--- src/egcd_pkg.sv ---
// Shared types and constants for the extended Euclid GCD core.
package egcd_pkg;

  // Sequencer states, one-hot coded.
  typedef enum logic [4:0] {
    ST_IDLE   = 5'b00001,
    ST_SETUP  = 5'b00010,
    ST_DIV    = 5'b00100,
    ST_UPDATE = 5'b01000,
    ST_FINISH = 5'b10000
  } egcd_state_e;

endpackage

--- src/egcd_if.sv ---
// Valid/ready stream interfaces for the operand and result channels.
interface egcd_in_if #(
  parameter int WIDTH = 32
);
  logic                    valid;
  logic                    ready;
  logic signed [WIDTH-1:0] value_a;
  logic signed [WIDTH-1:0] value_b;

  modport source (output valid, output value_a, output value_b, input ready);
  modport sink   (input valid, input value_a, input value_b, output ready);
endinterface

interface egcd_out_if #(
  parameter int WIDTH = 32
);
  logic                    valid;
  logic                    ready;
  logic        [WIDTH-2:0] divisor;
  logic signed [WIDTH-1:0] coef_a;
  logic signed [WIDTH-1:0] coef_b;

  modport source (output valid, output divisor, output coef_a, output coef_b, input ready);
  modport sink   (input valid, input divisor, input coef_a, input coef_b, output ready);
endinterface

--- src/extended_euclid_gcd_core.sv ---
// Extended Euclid GCD core: one shared divide step under a small sequencer.
//
//  Channel  Direction  Signals                          Item
//  in_i     sink       valid, ready, value_a, value_b   one operand pair
//  out_o    source     valid, ready, divisor, coef_*    gcd and Bezout coefficients
//
// A result is registered once its item has gone through setup and finish when an operand is zero
// or both magnitudes are equal, and through k Euclid steps otherwise, where k is at most 44
// for WIDTH = 32; each step runs a restoring divider one quotient bit per cycle, then an
// update state.
// Reset clears the sequencer and the output valid; the datapath needs no reset.
// The input is ready only while idle; a full output register holds the finish state.
module extended_euclid_gcd_core #(
  parameter int WIDTH = 32
) (
  input  logic          clk_i,
  input  logic          rst_ni,
  egcd_in_if.sink       in_i,
  egcd_out_if.source    out_o
);
  import egcd_pkg::*;

  localparam int MW = WIDTH - 1;
  localparam int CW = $clog2(MW);

  egcd_state_e state_q, state_d;

  logic [MW-1:0]    mag_a_q, mag_b_q;
  logic [MW-1:0]    rem_q, quo_q, div_q;
  logic [WIDTH-1:0] p_q, q_q, r_q, s_q;
  logic [WIDTH-1:0] mr_q, ms_q;
  logic [CW-1:0]    cnt_q;
  logic             swap_q;

  logic             out_valid_q;
  logic [MW-1:0]    out_div_q;
  logic [WIDTH-1:0] out_ca_q, out_cb_q;

  logic [MW:0]      rem_ext;
  logic [MW:0]      trial;
  logic             qbit;
  logic             in_acc;
  logic             out_free;

  // Magnitude of a two's complement value; the most negative value saturates.
  function automatic logic [MW-1:0] abs_sat(input logic [WIDTH-1:0] v);
    logic [WIDTH-1:0] n;
    n = v[WIDTH-1] ? (~v + WIDTH'(1)) : v;
    return n[WIDTH-1] ? {MW{1'b1}} : n[MW-1:0];
  endfunction

  assign in_acc   = in_i.valid && in_i.ready;
  assign out_free = !out_valid_q || out_o.ready;

  // Shared divide step: shift in one dividend bit and try the subtraction.
  assign rem_ext = {rem_q, quo_q[MW-1]};
  assign trial   = rem_ext - {1'b0, div_q};
  assign qbit    = !trial[MW];

  // Sequencer next state.
  always_comb begin
    state_d = state_q;
    case (state_q)
      ST_IDLE: begin
        if (in_acc) state_d = ST_SETUP;
      end
      ST_SETUP: begin
        if (mag_b_q == '0 || mag_a_q == '0 || mag_a_q == mag_b_q) state_d = ST_FINISH;
        else state_d = ST_DIV;
      end
      ST_DIV: begin
        if (cnt_q == '0) state_d = ST_UPDATE;
      end
      ST_UPDATE: begin
        if (rem_q == '0) state_d = ST_FINISH;
        else state_d = ST_DIV;
      end
      ST_FINISH: begin
        if (out_free) state_d = ST_IDLE;
      end
      default: state_d = ST_IDLE;
    endcase
  end

  always_ff @(posedge clk_i or negedge rst_ni) begin
    if (!rst_ni) begin
      state_q <= ST_IDLE;
    end else begin
      state_q <= state_d;
    end
  end

  // Datapath: operand capture, divide steps and coefficient updates.
  always_ff @(posedge clk_i) begin
    case (state_q)
      ST_IDLE: begin
        if (in_acc) begin
          mag_a_q <= abs_sat(in_i.value_a);
          mag_b_q <= abs_sat(in_i.value_b);
        end
      end
      ST_SETUP: begin
        if (mag_b_q == '0 || mag_a_q == mag_b_q) begin
          div_q  <= mag_a_q;
          p_q    <= WIDTH'(1);
          q_q    <= '0;
          swap_q <= 1'b0;
        end else if (mag_a_q == '0) begin
          div_q  <= mag_b_q;
          p_q    <= '0;
          q_q    <= WIDTH'(1);
          swap_q <= 1'b0;
        end else begin
          // Smaller magnitude first; its trivial first step is skipped.
          swap_q <= mag_a_q > mag_b_q;
          quo_q  <= (mag_a_q > mag_b_q) ? mag_a_q : mag_b_q;
          div_q  <= (mag_a_q > mag_b_q) ? mag_b_q : mag_a_q;
          rem_q  <= '0;
          mr_q   <= '0;
          ms_q   <= '0;
          cnt_q  <= CW'(MW - 1);
          p_q    <= '0;
          q_q    <= WIDTH'(1);
          r_q    <= WIDTH'(1);
          s_q    <= '0;
        end
      end
      ST_DIV: begin
        // Quotient bits arrive MSB first, so quo*r and quo*s build up by Horner.
        rem_q <= qbit ? trial[MW-1:0] : rem_ext[MW-1:0];
        quo_q <= {quo_q[MW-2:0], qbit};
        mr_q  <= {mr_q[WIDTH-2:0], 1'b0} + (qbit ? r_q : '0);
        ms_q  <= {ms_q[WIDTH-2:0], 1'b0} + (qbit ? s_q : '0);
        cnt_q <= cnt_q - CW'(1);
      end
      ST_UPDATE: begin
        p_q <= r_q;
        q_q <= s_q;
        r_q <= p_q - mr_q;
        s_q <= q_q - ms_q;
        if (rem_q != '0) begin
          // Next step divides the old divisor by the remainder.
          quo_q <= div_q;
          div_q <= rem_q;
          rem_q <= '0;
          mr_q  <= '0;
          ms_q  <= '0;
          cnt_q <= CW'(MW - 1);
        end
      end
      default: begin
      end
    endcase
  end

  // Output register; coefficients go back to the original operand order.
  always_ff @(posedge clk_i or negedge rst_ni) begin
    if (!rst_ni) begin
      out_valid_q <= 1'b0;
    end else if (state_q == ST_FINISH && out_free) begin
      out_valid_q <= 1'b1;
    end else if (out_o.ready) begin
      out_valid_q <= 1'b0;
    end
  end

  always_ff @(posedge clk_i) begin
    if (state_q == ST_FINISH && out_free) begin
      out_div_q <= div_q;
      out_ca_q  <= swap_q ? q_q : p_q;
      out_cb_q  <= swap_q ? p_q : q_q;
    end
  end

  assign in_i.ready    = (state_q == ST_IDLE);
  assign out_o.valid   = out_valid_q;
  assign out_o.divisor = out_div_q;
  assign out_o.coef_a  = out_ca_q;
  assign out_o.coef_b  = out_cb_q;

  // The sequencer always holds exactly one state.
  a_state_onehot: assert property (@(posedge clk_i) disable iff (!rst_ni)
    $onehot(state_q))
    else $error("sequencer state not one-hot");

  // The divider never runs with a zero divisor.
  a_div_nonzero: assert property (@(posedge clk_i) disable iff (!rst_ni)
    state_q == ST_DIV |-> div_q != '0)
    else $error("divide step with zero divisor");

  // The partial remainder stays below the divisor.
  a_rem_bound: assert property (@(posedge clk_i) disable iff (!rst_ni)
    state_q == ST_DIV |-> rem_q < div_q)
    else $error("partial remainder not below divisor");

  // A new result only comes from the finish state.
  a_out_source: assert property (@(posedge clk_i) disable iff (!rst_ni)
    $rose(out_valid_q) |-> $past(state_q) == ST_FINISH)
    else $error("result raised outside finish state");

  // A nonzero remainder always starts a fresh division.
  a_next_div: assert property (@(posedge clk_i) disable iff (!rst_ni)
    (state_q == ST_UPDATE && rem_q != '0) |=> (state_q == ST_DIV && cnt_q == CW'(MW - 1)))
    else $error("next division not started");

endmodule

--- src/flat_wrapper.sv ---
// flat-port wrapper written by rule: the top's interface ports become plain ports
module extended_euclid_gcd_core_flat import egcd_pkg::*;
#(
  parameter int WIDTH = 32
)
  (clk_i, rst_ni, in_i_valid, in_i_value_a, in_i_value_b, in_i_ready, out_o_valid, out_o_divisor, out_o_coef_a, out_o_coef_b, out_o_ready);
  egcd_in_if #(.WIDTH(WIDTH)) in_i_i ();
  egcd_out_if #(.WIDTH(WIDTH)) out_o_i ();
  input  logic clk_i;
  input  logic rst_ni;
  input wire logic [$bits(in_i_i.valid)-1:0] in_i_valid;
  input wire logic [$bits(in_i_i.value_a)-1:0] in_i_value_a;
  input wire logic [$bits(in_i_i.value_b)-1:0] in_i_value_b;
  output wire logic [$bits(in_i_i.ready)-1:0] in_i_ready;
  output wire logic [$bits(out_o_i.valid)-1:0] out_o_valid;
  output wire logic [$bits(out_o_i.divisor)-1:0] out_o_divisor;
  output wire logic [$bits(out_o_i.coef_a)-1:0] out_o_coef_a;
  output wire logic [$bits(out_o_i.coef_b)-1:0] out_o_coef_b;
  input wire logic [$bits(out_o_i.ready)-1:0] out_o_ready;
  assign in_i_i.valid = in_i_valid;
  assign in_i_i.value_a = in_i_value_a;
  assign in_i_i.value_b = in_i_value_b;
  assign in_i_ready = in_i_i.ready;
  assign out_o_valid = out_o_i.valid;
  assign out_o_divisor = out_o_i.divisor;
  assign out_o_coef_a = out_o_i.coef_a;
  assign out_o_coef_b = out_o_i.coef_b;
  assign out_o_i.ready = out_o_ready;
  extended_euclid_gcd_core #(.WIDTH(WIDTH)) u_core (.clk_i(clk_i), .rst_ni(rst_ni), .in_i(in_i_i), .out_o(out_o_i));
endmodule
--- config.mk ---
export PLATFORM = sky130hd
export DESIGN_NAME = extended_euclid_gcd_core_flat
export DESIGN_NICKNAME = d
export VERILOG_FILES = /design/src/egcd_pkg.sv /design/src/egcd_if.sv /design/src/extended_euclid_gcd_core.sv /design/src/flat_wrapper.sv
export SDC_FILE = /design/constraint.sdc
export NUM_CORES = 1
export LEC_CHECK = 0
export BUFFER_PORTS_ARGS = -buffer_cell sky130_fd_sc_hd__buf_2
export CAP_MARGIN = 15
export CORE_MARGIN = 4
export CORE_UTILIZATION = 60
export DETAILED_ROUTE_END_ITERATION = 10
export PLACE_DENSITY = 0.8
export SLEW_MARGIN = 25
export SYNTH_ARGS = -nofsm -noshare
export SYNTH_HDL_FRONTEND = slang
export SYNTH_SLANG_ARGS = --single-unit
--- constraint.sdc ---
create_clock -name clk_i -period 11.9 [get_ports clk_i]
set_clock_uncertainty 0.15 [all_clocks]
set_input_delay 2.38 -clock clk_i [delete_from_list [all_inputs] [get_ports clk_i]]
set_output_delay 2.38 -clock clk_i [all_outputs]
set_load 0.01 [all_outputs]
==> impl_metrics.ini, run 1 <==
[global_route]
antenna_found_initial = 0
grt_util_met3 = 0.0459
grt_pass1_wl_um = 113000
grt_util_met2 = 0.483
grt_pass1_vias = 22100
grt_max_degree = 95
grt_most_used_layer = met2
grt-ovfl-total = 0
grtUsageMet1 = 0.334
grtUsageTotal = 0.273

[timing]
finalCritPeriodShare = 0.533
fin_tns_setup_ns = 0
finalCriticalPeriod_ns = 6.35
drv_slew = 0
hold_viol_final = 0
setup_violations = 0
relSlewSlack = 0.243
max_freq_mhz = 158
rsz0062_at_grt = false
tightest_slew_ns = 1.14

[power_and_ir_drop]
power_density_nw_per_um2 = 237
total_power_mw = 7.47
power_frac_comb = 0.455
clock_power_share = 0.200
ir_drop_mv = 0.139
internal_power_mw = 4.53
switchingPower_mw = 2.94
p_leak_nw = 12.9
seqPwrFrac = 0.345
swShare = 0.394

[layout]
antenna_cells = 0
drive_gt1_frac = 0.121
fin_area_um2 = 31600
stdcell_count = 3559
final_core_util = 0.674
area_growth_pct = 10.5
nets = 3173
nFillCells = 3520

[flow_run]
drv_cap = 0

[floorplanning]
coreArea_um2 = 46900
dieHeight_um = 226
io_pins = 165
initial_core_util = 0.610
design.die.area_um2 = 51200
fp.dieW_um = 226
rows = 79

[place]
hpwl_um = 49500
dpl.cell_count = 3470
dpl_cell_area_um2 = 30000
gp_congestion = 0.969
place.port_buffers = 164

[hold_path]
hold_class = reg2reg

[setup_path]
start_kind = register
end_kind = register
critPathRequiredTime_ns = 12.07
crit_type = reg2reg
crit_fanout = 60
crit_arrival_ns = 6.52

[detailed_routing]
drt-initial-drc-count = 1922
drc = 0
wire_per_inst_um = 19.8
num_vias = 21900
dr.pass1.iters = 6
totalWireLength_um = 70500
drtAntennaViolNets = 0
via_per_inst = 6.16

[logic_synthesis]
yosysSeqAreaShare = 0.476
synth-seq-cells = 454
synthArstFlopShare = 0.0132
yosysUniqueCellTypes = 79
synth_fp_nets = 3047
postSynthAreaPerCell_um2 = 10.2
yosysWarnings = 0
ys.flop_type = edfxtp_1
syn_area_um2 = 28600
netlist_instances = 2787
synth_edf_count = 448

[clock_network]
path_clk_slew_ns = 0.06
htree_levels = 2
cts_setup_buffers = 0
cts_root_buf = clkbuf_16
cts_max_path_buffers = 3
numCtsBuffers = 47
insertion_delay_ns = 0.60
cts_tree = yes
ctsResizeCount = 0
ctsHoldBuffers = 0
cts.sinks = 454

[outcome]
outcome = finished clean
==> worst paths after layout <==
path                                       start                        to  slack [ns]  cells past startpoint
worst max-delay path             u_core.div_q[4]           u_core.mr_q[29]        5.55                     23
worst min-delay path            u_core.div_q[14]  u_core.out_o.divisor[14]        0.32                      0
min in group asynchronous                 rst_ni        u_core.out_o.valid        1.44                      1
worst max register to register   u_core.div_q[4]           u_core.mr_q[29]        5.55                     23
max in group asynchronous                 rst_ni         u_core.state_q[0]        9.94                      1
worst min register to register  u_core.div_q[14]  u_core.out_o.divisor[14]        0.32                      0
==> cells in the mapped netlist (all sizes together), types with 78 or more instances <==
master  number  share of area
nand2      181          0.024
nor2       269          0.035
clkbuf      91          0.012
o21ai      128          0.022
xor2       100          0.031
nor3       145          0.026
ha         187          0.082
and2       139          0.030
edfxtp     448           0.47
inv        177          0.023
a21o        78          0.021
a21oi      165          0.029
==> through the flow <==
stage	hold slack, ns	worst slack [ns]
after floorplan	0.300	2.77
after global placement	0.312	5.78
after detailed placement	0.312	5.62
after CTS	0.321	5.59
after global routing	0.337	5.00
final	0.325	5.55
==> state kept, by name, indices dropped and copies added (netlist names), 32 cells and up <==
| name | cells |
|---|---|
| u_core.out_o.coef_a | 32 |
| u_core.out_o.coef_b | 32 |
| u_core.ms_q | 32 |
| u_core.s_q | 32 |
| u_core.p_q | 32 |
| u_core.r_q | 32 |
| u_core.q_q | 32 |
| u_core.mr_q | 32 |
==> placed cells by master (no fill, tap or decap), types with 64 or more instances in the layout <==
master,instances
and2_1,138
edfxtp_1,448
ha_1,187
nor2_1,267
buf_2,164
inv_1,176
mux2_2,64
xor2_1,100
nand2_1,180
nor3_1,143
a21oi_1,164
xnor2_1,68
o21ai_0,127
a21o_1,78
==> layer usage <==
layer | wire length, µm | up-vias
li1 | - | 10500
met1 | 28100 | 10400
met2 | 34800 | 801
met3 | 4670 | 186
met4 | 2910 | 0
met5 | 0 | -
==> area by class of cell <==
| type | instances | area (µm²) | area share |
|---|---|---|---|
| sequential | 454 | 13600 | 0.431 |
| timing repair buffer | 187 | 1020 | 0.0325 |
| clock inverter | 28 | 259 | 0.00821 |
| inverter | 177 | 664 | 0.0210 |
| multi-input combinational | 2046 | 14000 | 0.442 |
| clock buffer | 60 | 1300 | 0.0411 |
| tap | 607 | 759 | 0.0241 |
==> cell families after synthesis <==
logic type	Yosys count	share of synthesized area
xor+xnor	170	0.0531
fa+ha+maj	192	0.0854
simple gates	952	0.165
mux	120	0.0449
flops	454	0.476
buf+inv	287	0.0381
compound gates	612	0.138
==> worst max-delay path, stage by stage, from the launching register on <==
cell,delay (ns)
edfxtp_1,0.38
inv_1,0.06
ha_1,0.35
a21o_1,0.23
or3_1,0.33
o21bai_1,0.31
o211a_1,0.28
o211a_1,0.21
or4_1,0.15
o211ai_4,0.08
buf_4,0.30
and2_1,0.24
ha_1,0.20
fa_1,0.42
a21oi_1,0.23
o21ai_0,0.13
a2111oi_0,0.43
a21oi_1,0.18
a311oi_1,0.41
nor2_1,0.20
a41o_1,0.28
a21oi_1,0.27
or4_1,0.17
nand3_1,0.08
==> power by group through the flow <==
stage	combinational [mW]	sequential (mW)	clock [mW]
3_3_place_gp	3.20	2.58	0
5_1_grt	3.76	2.60	1.57
4_1_cts	3.36	2.56	1.51
6_report	3.40	2.57	1.49
2_1_floorplan	2.64	2.52	0
3_5_place_dp	3.33	2.59	0
No activity file was read; power rests on OpenSTA's default activity.
==> run 2: changes to the inputs <==
==> constraint.sdc (replaced) <==
create_clock -name clk_i -period 6 [get_ports clk_i]
set_clock_uncertainty 0.15 [all_clocks]
set_input_delay 1.2 -clock clk_i [delete_from_list [all_inputs] [get_ports clk_i]]
set_output_delay 1.2 -clock clk_i [all_outputs]
set_load 0.01 [all_outputs]
==> run 2 against run 1 <==
Via count is 1.7% higher. Register-to-register slack worse by 5.2 ns. Clock-buffer cell count is 2 higher. Die area stayed put. Core utilization is 0.17 points higher. Worst hold slack worse by 0.058 ns. Clock power is 100% higher. Sequential cell count stayed put. First-iteration DRC count is 9.4% higher. Critical path type unchanged.
==> impl_metrics.ini, run 2 (same netlist as run 1, synthesis figures left out) <==
[setup_path]
critPathRequiredTime_ns = 6.16
path_cells = ha_1 > o21a_1 > o211ai_1 > o21bai_2 > o211a_1 > o211a_1 > or4_1 > o211ai_4 > buf_6 > and2_1 > ha_1 > a21o_1 > a31o_2 > a211o_1 > o211ai_1 > buf_4 > a211oi_2 > o211ai_1 > a21oi_1 > o31ai_1 > xnor3_1 > nor2_1
crit_arrival_ns = 5.83
cpPeakStageDelay_ns = 0.56
crit_type = reg2reg
start_kind = register
slowest_stage = or4_1
crit_fanout = 16
cpMostUsedCell = o211ai_1
end_kind = register

[place]
place_ws_ns = 0.130
gp_congestion = 0.966
dpl_cell_area_um2 = 30000
hpwl_um = 50400
dpl.cell_count = 3476
place.port_buffers = 164

[floorplanning]
coreArea_um2 = 46900
dieHeight_um = 226
io_pins = 165
fp.dieW_um = 226
initial_core_util = 0.610
design.die.area_um2 = 51200
rows = 79

[timing]
relSlewSlack = 0.290
setup_violations = 0
max_freq_mhz = 176
drv_slew = 0
hold_viol_final = 0
layout_setup_ws_ns = 0.326
finalCriticalPeriod_ns = 5.67
fin_tns_setup_ns = 0
finalCritPeriodShare = 0.946
tightest_slew_ns = 1.05
hold_ws_ns = 0.267

[clock_network]
cts_tree = yes
numCtsBuffers = 48
cts_max_path_buffers = 3
ctsHoldBuffers = 0
path_clk_slew_ns = 0.06
cts.sinks = 454
htree_levels = 2
cts_root_buf = clkbuf_16
insertion_delay_ns = 0.60

[power_and_ir_drop]
switchingPower_mw = 5.86
ir_drop_mv = 0.241
swShare = 0.392
seqPwrFrac = 0.341
clock_power_share = 0.200
internal_power_mw = 9.09
total_power_mw = 15.0
power_density_nw_per_um2 = 473
power_frac_comb = 0.459
p_leak_nw = 12.9

[layout]
drive_gt1_frac = 0.124
final_core_util = 0.675
layout_common_cells = edfxtp_1 (448), nor2_1 (266), ha_1 (187), nand2_1 (180), inv_1 (176)
stdcell_count = 3562
nets = 3181
layout_commonest_cell = edfxtp_1
fin_area_um2 = 31600
antenna_cells = 0
area_growth_pct = 10.8

[global_route]
grt_pass1_wl_um = 113000
grt_pass1_vias = 22300
grt_max_degree = 87
grt-ovfl-total = 0
grtUsageTotal = 0.275
antenna_found_initial = 0

[detailed_routing]
wire_per_inst_um = 20.0
num_vias = 22300
drc = 0
totalWireLength_um = 71200
drtAntennaViolNets = 0
drt-initial-drc-count = 2102
via_per_inst = 6.26
dr.pass1.iters = 7

[flow_run]
drv_cap = 0

[hold_path]
hold_class = in2async

[outcome]
outcome = finished clean
run 2: path summary, 6_finish.rpt:
check,from,to,slack [ns],cells past startpoint
max,u_core.rem_q[4],u_core.ms_q[31],0.33,22
min,rst_ni,u_core.state_q[4],0.27,1
max reg2reg,u_core.rem_q[4],u_core.ms_q[31],0.33,22
min reg2reg,u_core.div_q[14],u_core.out_o.divisor[14],0.31,0
max in group asynchronous,rst_ni,u_core.state_q[0],5.21,1
min in group clk_i,u_core.div_q[14],u_core.out_o.divisor[14],0.31,0
run 2: power groups by stage:
stage	clock, mW	combinational [mW]	sequential (mW)
after CTS	3.03	6.70	5.08
after floorplan	0	5.25	4.92
after global routing	3.17	7.58	5.16
after detailed placement	0	6.64	5.14
after global placement	0	6.38	5.11
final	2.99	6.86	5.10
run 2: timing repair:
item                                    CTS  global route
buffers inserted                          0             1
gates resized for setup                   0            13
hold endpoints to repair                  0             0
endpoints found under the setup margin    0            16
run 2: per-layer routing:
| layer | GRT usage | vias up | part of all wire |
|---|---|---|---|
| met5 | 0 | - | 0 |
| met4 | 0.111 | 0 | 0.042 |
| met3 | 0.0377 | 209 | 0.073 |
| met2 | 0.485 | 1000 | 0.50 |
| met1 | 0.342 | 10600 | 0.39 |
| li1 | - | 10500 | - |
run 2: worst max-delay path: cells and delay by family (launching register included):
| kind | cells | cell delay [ns] |
|---|---|---|
| XOR/XNOR | 1 | 0.18 |
| AND/OR/NAND/NOR | 3 | 0.74 |
| buffers and inverters | 2 | 0.37 |
| adder cells (fa/ha/maj) | 2 | 0.64 |
| flip-flops | 1 | 0.44 |
| AO/OA/AOI/OAI | 14 | 2.84 |
run 2: area by class of cell:
cell class              count  area (µm²)
inverters                 177         664
well taps                 607         759
flip-flops and latches    454       13600
repair buffers            194        1080
fillers                  3563       15200
clock inverters            22         263
multi-input cells        2046       14000
clock buffers              62        1280
==> run 3: changes to the inputs <==
--- a/config.mk
+++ b/config.mk
@@ -11,6 +11,7 @@
 export CORE_UTILIZATION = 60
 export DETAILED_ROUTE_END_ITERATION = 10
 export PLACE_DENSITY = 0.8
+export RECOVER_POWER = 25
 export SLEW_MARGIN = 25
 export SYNTH_ARGS = -nofsm -noshare
 export SYNTH_HDL_FRONTEND = slang
==> run 3 against run 2 <==
The flow now finishes with violations (max-capacitance violations, max-slew violations). Worst setup slack worse by 0.016 ns. Critical path depth stayed put. Design area is 0.26% lower. Die area stayed put. Clock-buffer cell count stayed put. Non-clock buffer count stayed put. Total power hardly changed. Core utilization is 0.18 points lower. Critical path type unchanged. Largest cell class unchanged. Largest power group unchanged.
==> impl_metrics.ini, run 3 (same netlist as run 1, synthesis figures left out) <==
[timing]
finalCriticalPeriod_ns = 5.69
max_freq_mhz = 176
drv_slew = 237
relSlewSlack = -1.58
fin_tns_setup_ns = 0
layout_setup_ws_ns = 0.310
finalCritPeriodShare = 0.948
tightest_slew_ns = 3.87
hold_viol_final = 0
setup_violations = 0

[floorplanning]
initial_core_util = 0.610
rows = 79
coreArea_um2 = 46900
dieHeight_um = 226
fp.dieW_um = 226
design.die.area_um2 = 51200
io_pins = 165

[global_route]
grtUsageTotal = 0.275
grt-ovfl-total = 0
grt_pass1_vias = 22300
grt_max_degree = 87
grt_pass1_wl_um = 113000
antenna_found_initial = 0

[setup_path]
critPathRequiredTime_ns = 6.16
crit_arrival_ns = 5.85
crit_type = reg2reg
crit_fanout = 16
cpPeakStageDelay_ns = 0.56
end_kind = register
start_kind = register
cpMostUsedCell = o211ai_1
slowest_stage = or4_1
path_cells = ha_1 > o211ai_1 > a21oi_2 > o21bai_2 > o211a_1 > o211a_1 > or4_1 > o211ai_4 > buf_6 > and2_1 > ha_1 > a21o_1 > a31o_2 > a211o_1 > o211ai_1 > buf_4 > a211oi_2 > o211ai_1 > a21oi_1 > o31ai_1 > xnor3_1 > nor2_1

[place]
place.port_buffers = 164
gp_congestion = 0.966
place_ws_ns = 0.130
hpwl_um = 50400
dpl.cell_count = 3476

[flow_run]
drv_cap = 5

[power_and_ir_drop]
p_leak_nw = 12.8
power_density_nw_per_um2 = 474
ir_drop_mv = 0.242
power_frac_comb = 0.458
clock_power_share = 0.200
internal_power_mw = 9.11
switchingPower_mw = 5.85
seqPwrFrac = 0.342
swShare = 0.391
total_power_mw = 15.0

[clock_network]
cts_root_buf = clkbuf_16
numCtsBuffers = 48
htree_levels = 2
cts.sinks = 454
insertion_delay_ns = 0.60
cts_max_path_buffers = 3
path_clk_slew_ns = 0.06
cts_tree = yes

[detailed_routing]
drt-initial-drc-count = 2214
num_vias = 22300
via_per_inst = 6.25
drc = 0
totalWireLength_um = 71100
dr.pass1.iters = 8
drtAntennaViolNets = 0
wire_per_inst_um = 20.0

[layout]
regArea_um2 = 13600
area_growth_pct = 10.5
drive_gt1_frac = 0.107
stdcell_count = 3563
multi_input_area_um2 = 14000
nFillCells = 3581
layout_common_cells = edfxtp_1 (448), nor2_1 (266), ha_1 (187), nand2_1 (180), inv_1 (176)
layout_commonest_cell = edfxtp_1
nets = 3181

[hold_path]
hold_class = in2async

[outcome]
violations = max-capacitance violations, max-slew violations
outcome = finished, violations left
## run 3: cell count changes in the layout (fill, tap and decap cells not counted), sizes merged
cell | before | now
buf | 193 | 145
clkbuf | 63 | 111
diode | 0 | 1
## run 3: power by group through the flow
| stage | clock, mW | sequential (mW) | combinational (mW) |
|---|---|---|---|
| after floorplan | 0 | 4.92 | 5.25 |
| after global placement | 0 | 5.11 | 6.38 |
| after detailed placement | 0 | 5.14 | 6.64 |
| after CTS | 3.03 | 5.08 | 6.70 |
| after global routing | 3.17 | 5.17 | 7.58 |
| final | 2.99 | 5.11 | 6.86 |
## run 3: timing repair
item                                    in CTS  in global routing
hold buffers                                 0                  0
buffers inserted                             0                  1
endpoints found under the setup margin       0                 16
resized for setup                            0                 13
## run 3: cell type report
cell class | instances | share of cell area
Multi-Input combinational cell | 2046 | 0.443
Tap cell | 607 | 0.0241
Antenna cell | 1 | 0.0000793
Sequential cell | 454 | 0.431
Timing Repair Buffer | 194 | 0.0321
Clock buffer | 62 | 0.0407
Inverter | 177 | 0.0210
Clock inverter | 22 | 0.00832
## run 3: metal layers
metal | track usage | up-vias | routed length (µm)
met2 | 0.485 | 1001 | 35300
met3 | 0.0377 | 187 | 5340
met4 | 0.111 | 0 | 2830
li1 | - | 10500 | -
met1 | 0.342 | 10600 | 27600
met5 | 0 | - | 0
## run 3: final timing paths
check	start	end	slack [ns]	cells after the start
setup / recovery	u_core.rem_q[2]	u_core.ms_q[31]	0.31	22
max in group asynchronous	rst_ni	u_core.state_q[0]	5.11	1
hold reg to reg	u_core.div_q[14]	u_core.out_o.divisor[14]	0.31	0
setup reg to reg	u_core.rem_q[2]	u_core.ms_q[31]	0.31	22
hold / removal	rst_ni	u_core.state_q[4]	0.31	1
min in group clk_i	u_core.div_q[14]	u_core.out_o.divisor[14]	0.31	0
## run 3: per-stage QoR
step	instance area [µm²]	hold WS, ns	util
after floorplan	28600	0.300	-
after global placement	30000	0.311	0.641
after detailed placement	30000	0.321	0.641
after CTS	31600	0.242	0.674
after global routing	31600	0.318	0.674
final	31600	0.311	0.674
## run 3: worst max-delay path: cells and delay by family (launching register included)
kind | cells | cell delay, ns
flip-flops | 1 | 0.45
XOR/XNOR | 1 | 0.18
buffers and inverters | 2 | 0.37
adder cells (fa/ha/maj) | 2 | 0.67
AO/OA/AOI/OAI | 14 | 2.83
AND/OR/NAND/NOR | 3 | 0.74
